==> config.mk <==
export PLATFORM = sky130hd
export DESIGN_NAME = pfh_ctrl
export DESIGN_NICKNAME = d
export VERILOG_FILES = /design/src/rtl/pfh_pkg.sv /design/src/rtl/pfh_ctrl.sv
export SDC_FILE = /design/constraint.sdc
export NUM_CORES = 1
export LEC_CHECK = 0
export BUFFER_PORTS_ARGS = -buffer_cell sky130_fd_sc_hd__buf_2
export CORE_UTILIZATION = 35
export DETAILED_ROUTE_END_ITERATION = 10
export REMOVE_ABC_BUFFERS = 1
export SYNTH_ARGS = -nofsm -noshare
export SYNTH_HDL_FRONTEND = slang
export SYNTH_SLANG_ARGS = --single-unit
==> constraint.sdc <==
create_clock -name clk -period 5 [get_ports clk]
set_clock_uncertainty 0.2 [all_clocks]
set_input_delay 0.75 -clock clk [delete_from_list [all_inputs] [get_ports clk]]
set_output_delay 0.75 -clock clk [all_outputs]
set_load 0.01 [all_outputs]
==> src/rtl/pfh_pkg.sv <==
`timescale 1ns / 1ps

package pfh_pkg;

  // fixed formats
  localparam int ANGLE_W      = 16;
  localparam int SCAN_SAMPLES = 360;
  localparam int CORDIC_STEPS = 20;
  localparam int CNT_W        = 11;
  localparam int DIV_W        = 56;
  localparam int DIV_STEPS_W  = 6;
  localparam int CW           = 36;
  localparam int ZW           = 34;
  localparam int NORM_BITS    = 20;

  // field gains, Q16.16 scaled; KINV is the inverse cordic gain scaled by 2^30
  localparam logic [34:0]          ATT_GAIN   = 35'd34178263780;
  localparam logic [31:0]          REP_GAIN   = 32'd341782638;
  localparam logic signed [CW-1:0] KINV       = 36'sd652032874;
  localparam logic signed [39:0]   NO_REPEL_X = 40'sd7;

  // configuration register indexes
  typedef enum logic [2:0] {
    CFG_GOAL_X     = 3'd0,
    CFG_GOAL_Y     = 3'd1,
    CFG_SCAN_START = 3'd2,
    CFG_SCAN_STEP  = 3'd3,
    CFG_TURN_TOL   = 3'd4,
    CFG_RANGE_LOW  = 3'd5,
    CFG_RANGE_HIGH = 3'd6
  } pfh_cfg_t;

  // motion command codes
  typedef enum logic [1:0] {
    MOT_FWD   = 2'd0,
    MOT_LEFT  = 2'd1,
    MOT_RIGHT = 2'd2
  } pfh_motion_t;

  // datapath operations issued by the controller
  typedef enum logic [4:0] {
    OP_NONE,
    OP_LOAD,
    OP_ABS,
    OP_ATT_ZERO,
    OP_NORM,
    OP_SQX,
    OP_SQY,
    OP_DEN,
    OP_NUMX,
    OP_DIVX,
    OP_STORE_AX,
    OP_NUMY,
    OP_DIVY,
    OP_STORE_AY,
    OP_PREP,
    OP_SMP_START,
    OP_MULX,
    OP_ACCX,
    OP_ACCY,
    OP_FIN_SUM,
    OP_VEC_START,
    OP_TARGET,
    OP_EMIT
  } pfh_op_t;

  // datapath status back to the controller
  typedef struct packed {
    logic at_goal;
    logic norm_more;
    logic smp_ok;
    logic last;
    logic div_busy;
    logic cor_busy;
    logic fin_zero;
    logic out_stall;
  } pfh_stat_t;

  // arctangent of 2^-i as a fraction of a full turn, 2^32 per turn
  function automatic logic [31:0] atan_turn(input logic [4:0] i);
    logic [31:0] v;
    case (i)
      5'd0:    v = 32'd536870912;
      5'd1:    v = 32'd316933406;
      5'd2:    v = 32'd167458907;
      5'd3:    v = 32'd85004756;
      5'd4:    v = 32'd42667331;
      5'd5:    v = 32'd21354465;
      5'd6:    v = 32'd10679838;
      5'd7:    v = 32'd5340245;
      5'd8:    v = 32'd2670163;
      5'd9:    v = 32'd1335087;
      5'd10:   v = 32'd667544;
      5'd11:   v = 32'd333772;
      5'd12:   v = 32'd166886;
      5'd13:   v = 32'd83443;
      5'd14:   v = 32'd41722;
      5'd15:   v = 32'd20861;
      5'd16:   v = 32'd10430;
      5'd17:   v = 32'd5215;
      5'd18:   v = 32'd2608;
      5'd19:   v = 32'd1304;
      default: v = 32'd0;
    endcase
    return v;
  endfunction

endpackage

==> src/rtl/pfh_ctrl.sv <==
`timescale 1ns / 1ps

module pfh_ctrl import pfh_pkg::*; (
  input  logic      clk,
  input  logic      rst_n,
  input  logic      in_valid,
  input  logic      in_kind,
  output logic      in_ready,
  input  pfh_stat_t st,
  output pfh_op_t   op
);

  typedef enum logic [4:0] {
    S_IDLE,
    S_ABS,
    S_NORM,
    S_SQY,
    S_DEN,
    S_NUMX,
    S_DIVX,
    S_WAITX,
    S_NUMY,
    S_DIVY,
    S_WAITY,
    S_PREP,
    S_START,
    S_SWAIT,
    S_ACCX,
    S_ACCY,
    S_FIN,
    S_FCHK,
    S_VWAIT,
    S_EMIT
  } state_t;

  state_t state_r, state_nxt;

  // sequencing
  always_comb begin
    state_nxt = state_r;
    op        = OP_NONE;
    case (state_r)
      S_IDLE: begin
        if (in_valid) begin
          op        = OP_LOAD;
          state_nxt = in_kind ? S_PREP : S_ABS;
        end
      end
      S_ABS: begin
        op        = OP_ABS;
        state_nxt = S_NORM;
      end
      S_NORM: begin
        if (st.at_goal) begin
          op        = OP_ATT_ZERO;
          state_nxt = S_IDLE;
        end else if (st.norm_more) begin
          op = OP_NORM;
        end else begin
          op        = OP_SQX;
          state_nxt = S_SQY;
        end
      end
      S_SQY: begin
        op        = OP_SQY;
        state_nxt = S_DEN;
      end
      S_DEN: begin
        op        = OP_DEN;
        state_nxt = S_NUMX;
      end
      S_NUMX: begin
        op        = OP_NUMX;
        state_nxt = S_DIVX;
      end
      S_DIVX: begin
        op        = OP_DIVX;
        state_nxt = S_WAITX;
      end
      S_WAITX: begin
        if (!st.div_busy) begin
          op        = OP_STORE_AX;
          state_nxt = S_NUMY;
        end
      end
      S_NUMY: begin
        op        = OP_NUMY;
        state_nxt = S_DIVY;
      end
      S_DIVY: begin
        op        = OP_DIVY;
        state_nxt = S_WAITY;
      end
      S_WAITY: begin
        if (!st.div_busy) begin
          op        = OP_STORE_AY;
          state_nxt = S_IDLE;
        end
      end
      S_PREP: begin
        op = OP_PREP;
        if (st.smp_ok) begin
          state_nxt = S_START;
        end else begin
          state_nxt = st.last ? S_FIN : S_IDLE;
        end
      end
      S_START: begin
        op        = OP_SMP_START;
        state_nxt = S_SWAIT;
      end
      S_SWAIT: begin
        if (!st.div_busy && !st.cor_busy) begin
          op        = OP_MULX;
          state_nxt = S_ACCX;
        end
      end
      S_ACCX: begin
        op        = OP_ACCX;
        state_nxt = S_ACCY;
      end
      S_ACCY: begin
        op        = OP_ACCY;
        state_nxt = st.last ? S_FIN : S_IDLE;
      end
      S_FIN: begin
        op        = OP_FIN_SUM;
        state_nxt = S_FCHK;
      end
      S_FCHK: begin
        if (st.fin_zero) begin
          state_nxt = S_EMIT;
        end else begin
          op        = OP_VEC_START;
          state_nxt = S_VWAIT;
        end
      end
      S_VWAIT: begin
        if (!st.cor_busy) begin
          op        = OP_TARGET;
          state_nxt = S_EMIT;
        end
      end
      S_EMIT: begin
        if (!st.out_stall) begin
          op        = OP_EMIT;
          state_nxt = S_IDLE;
        end
      end
      default: begin
        state_nxt = S_IDLE;
      end
    endcase
  end

  always_ff @(posedge clk) begin
    if (!rst_n) begin
      state_r <= S_IDLE;
    end else begin
      state_r <= state_nxt;
    end
  end

  assign in_ready = (state_r == S_IDLE);

`ifndef NO_ASSERTIONS
  // a result is only loaded into a free output slot
  a_emit_free: assert property (@(posedge clk) disable iff (!rst_n)
    (op == OP_EMIT) |-> !st.out_stall)
    else $error("result loaded over a pending beat");

  // the divider is never restarted while it is still iterating
  a_div_idle: assert property (@(posedge clk) disable iff (!rst_n)
    (op == OP_DIVX || op == OP_DIVY || op == OP_SMP_START) |-> !st.div_busy)
    else $error("divider restarted while busy");

  // the shared cordic is never restarted while it is still iterating
  a_cor_idle: assert property (@(posedge clk) disable iff (!rst_n)
    (op == OP_SMP_START || op == OP_VEC_START) |-> !st.cor_busy)
    else $error("cordic restarted while busy");

  // one item at a time: no second beat right after an accepted one
  a_one_item: assert property (@(posedge clk) disable iff (!rst_n)
    (in_valid && in_ready) |=> !in_ready)
    else $error("input accepted on consecutive cycles");
`endif

endmodule

==> flow_metrics.py <==
metrics = {
    "synthesis": {
        "synthesis.instances": 116,
        "synthXorXnorAreaFrac_pct": 0,
        "syn_area_um2": 746,
        "ys_seq_elements": 5,
        "synth_mux_area_share_pct": 2.01,
        "synth_cell_types": 45,
        "synth_compound_area_share_pct": 42.6,
        "synth_area_per_cell_um2": 6.43,
        "synth-simple-area-share_pct": 32.0,
        "async_flop_share_pct": 0,
        "synthAdderAreaFrac_pct": 0,
        "synthFlopType": "dfxtp_1",
        "ys_seq_area_share_pct": 13.4,
        "synth_top_family_by_area": "compound AO/OA/AOI/OAI gates",
        "yosysWarnings": 0,
        "synth_edf_count": 0,
    },
    "power": {
        "fin_total_pwr_mw": 0.424,
        "p_sw_share_pct": 49.8,
        "pwr-share-seq_pct": 25.9,
        "p_comb_share_pct": 63.3,
        "p_sw_mw": 0.211,
        "power.leakage_nw": 0.358,
        "power.internal_mw": 0.213,
        "powerDensity_nw_per_um2": 505,
        "p_clk_share_pct": 10.8,
        "ir_drop_v": 0.000413,
    },
    "placed_design": {
        "place.port_buffers": 17,
        "place.gp.congestion": 0.828,
        "dp_hpwl_um": 1430,
        "placed_area_um2": 813,
        "pre_cts_ws_ns": 2.31,
    },
    "routing": {
        "drtIter0Drc": 33,
        "drc": 0,
        "dr.pass1.iters": 4,
        "ant_nets": 0,
        "wire_per_inst_um": 12.8,
        "vias": 877,
        "avgViaCountPerCell": 5.73,
        "wl_um": 1950,
    },
    "sta": {
        "finalHoldViolations": 0,
        "max_slew.worst_pin.slew_ns": 0.695,
        "whs_ns": 0.571,
        "finalSetupViolCount": 0,
        "slew_violations": 0,
        "max_freq_ghz": 0.338,
        "period_needed_ns": 2.96,
        "rsz0062_at_grt": "no",
        "postLayoutSetupSlackWorst_ns": 2.04,
        "setup_tns_ns": 0,
        "finalCritPeriodShare_pct": 59.2,
        "slew_headroom_pct": 53.6,
    },
    "critical_path": {
        "crit_type": "flop to output port",
        "critPathCaptureType": "output port",
        "worstSetupStartpointType": "flop",
        "cp.required_ns": 4.05,
        "path_max_fanout": 24,
        "arrival_ns": 2.01,
    },
    "cells_and_area": {
        "area_growth_pct": 12.6,
        "multi_input_area_um2": 572,
        "seq_area_um2": 100,
        "top_regs": "state_r: 5 flops",
        "layout_common_cells": "17 x buf_2, 13 x a21oi_1, 12 x nand2_1, 10 x nor2_1, 7 x o21ai_0",
        "design_area_um2": 840,
        "largest_reg_flops": 5,
        "n_antenna_cell": 0,
        "final_net_count": 139,
        "num-fill-cells": 211,
        "final_common_cell": "buf_2",
        "drive_gt1_share_pct": 18.3,
        "regMostFlops": "state_r",
    },
    "global_routing": {
        "grt_max_degree": 25,
        "grt_first_pass_wirelength_um": 3040,
        "grt_use_total_pct": 18.2,
        "antenna_found_initial": 0,
        "grt.overflow.total": 0,
        "grt_pass1_vias": 742,
    },
    "floorplanning": {
        "rows": 16,
        "core_um2": 1980,
        "die_h_um": 48.2,
        "io_pins": 18,
        "die_area_um2": 2320,
        "start_util_pct": 37.6,
        "fp.dieW_um": 48.2,
    },
    "cts": {
        "cts.sinks": 5,
        "cts.htree.levels": 1,
        "root_buffer": "clkbuf_4",
        "post_cts.repair.setup_buffers": 0,
        "insertion_delay_ns": 0.24,
        "cts_buffers": 3,
        "cts_tree": "built",
        "clockBufferDepth": 2,
        "cts_resized": 0,
        "ctsHoldBuffers": 0,
        "clk_pin_slew_ns": 0.04,
    },
    "outcome": {
        "status": "completed",
    },
    "worst_hold_path": {
        "hp-class": "flop to flop",
    },
    "run": {
        "max-cap-violations": 0,
    },
}
==> power groups by stage <==
stage | Combinational [mW] | Sequential (mW) | Clock [mW]
global placement | 0.270 | 0.109 | 0
detailed placement | 0.269 | 0.109 | 0
global route | 0.300 | 0.114 | 0.0530
CTS | 0.270 | 0.108 | 0.0483
finish | 0.269 | 0.110 | 0.0459
floorplan | 0.204 | 0.0926 | 0
==> worst max-delay path: stages (launching register included) <==
cell	delay, ns
dfxtp_1	0.76
nand2_1	0.27
a21oi_1	0.22
a21oi_1	0.06
o21a_1	0.20
o22ai_1	0.11
buf_2	0.15
==> metal layers <==
layer | vias up | track usage (%) | part of all wire [%]
met5 | - | 0 | 0
met1 | 404 | 23.4 | 46
met4 | 0 | 5.00 | 0.72
li1 | 447 | - | -
met3 | 2 | 4.81 | 4.2
met2 | 24 | 29.9 | 49
==> cells by family (layout without fill, tap and decap cells) <==
group | count (synthesis) | count (layout)
simple gates | 45 | 45
buf+inv | 17 | 27
mux | 1 | 1
flops | 5 | 5
compound gates | 48 | 48
==> cell type report <==
| cell class | instances | area share, % |
|---|---|---|
| Clock buffer | 4 | 3.13 |
| Inverter | 6 | 2.68 |
| Multi-Input combinational cell | 94 | 68.1 |
| Sequential cell | 5 | 11.9 |
| Tap cell | 27 | 4.02 |
| Timing Repair Buffer | 17 | 10.1 |
==> per-stage QoR <==
stage | util [%] | std cells
after floorplan | - | 105
after CTS | 42.4 | 153
after global routing | 42.4 | 153
final | 42.4 | 153
after global placement | 41.0 | 149
after detailed placement | 41.0 | 149
==> worst paths after layout <==
kind                   start         end  slack, ns  cells past startpoint
setup reg to reg  state_r[0]  state_r[3]       2.41                      5
hold / removal    state_r[3]  state_r[3]       0.57                      2
setup / recovery  state_r[1]       op[2]       2.04                      6
hold reg to reg   state_r[3]  state_r[3]       0.57                      2
==> synthesized netlist by cell type (all sizes together), types with 2 or more instances <==
cell / number / share of area, %
dfxtp: 5 / 13
or3: 2 / 2.3
nor2b: 5 / 4.2
o22ai: 3 / 2.5
o21ai: 9 / 6.0
a21oi: 13 / 8.7
clkbuf: 8 / 4.0
nand2b: 4 / 3.4
nor2: 10 / 5.0
inv: 6 / 3.0
a31oi: 3 / 2.5
o21a: 3 / 3.0
nor3: 2 / 1.3
nand2: 12 / 6.0
or4: 2 / 2.0
buf: 3 / 2.9
Note: power is estimated with default switching activity, not from simulation.
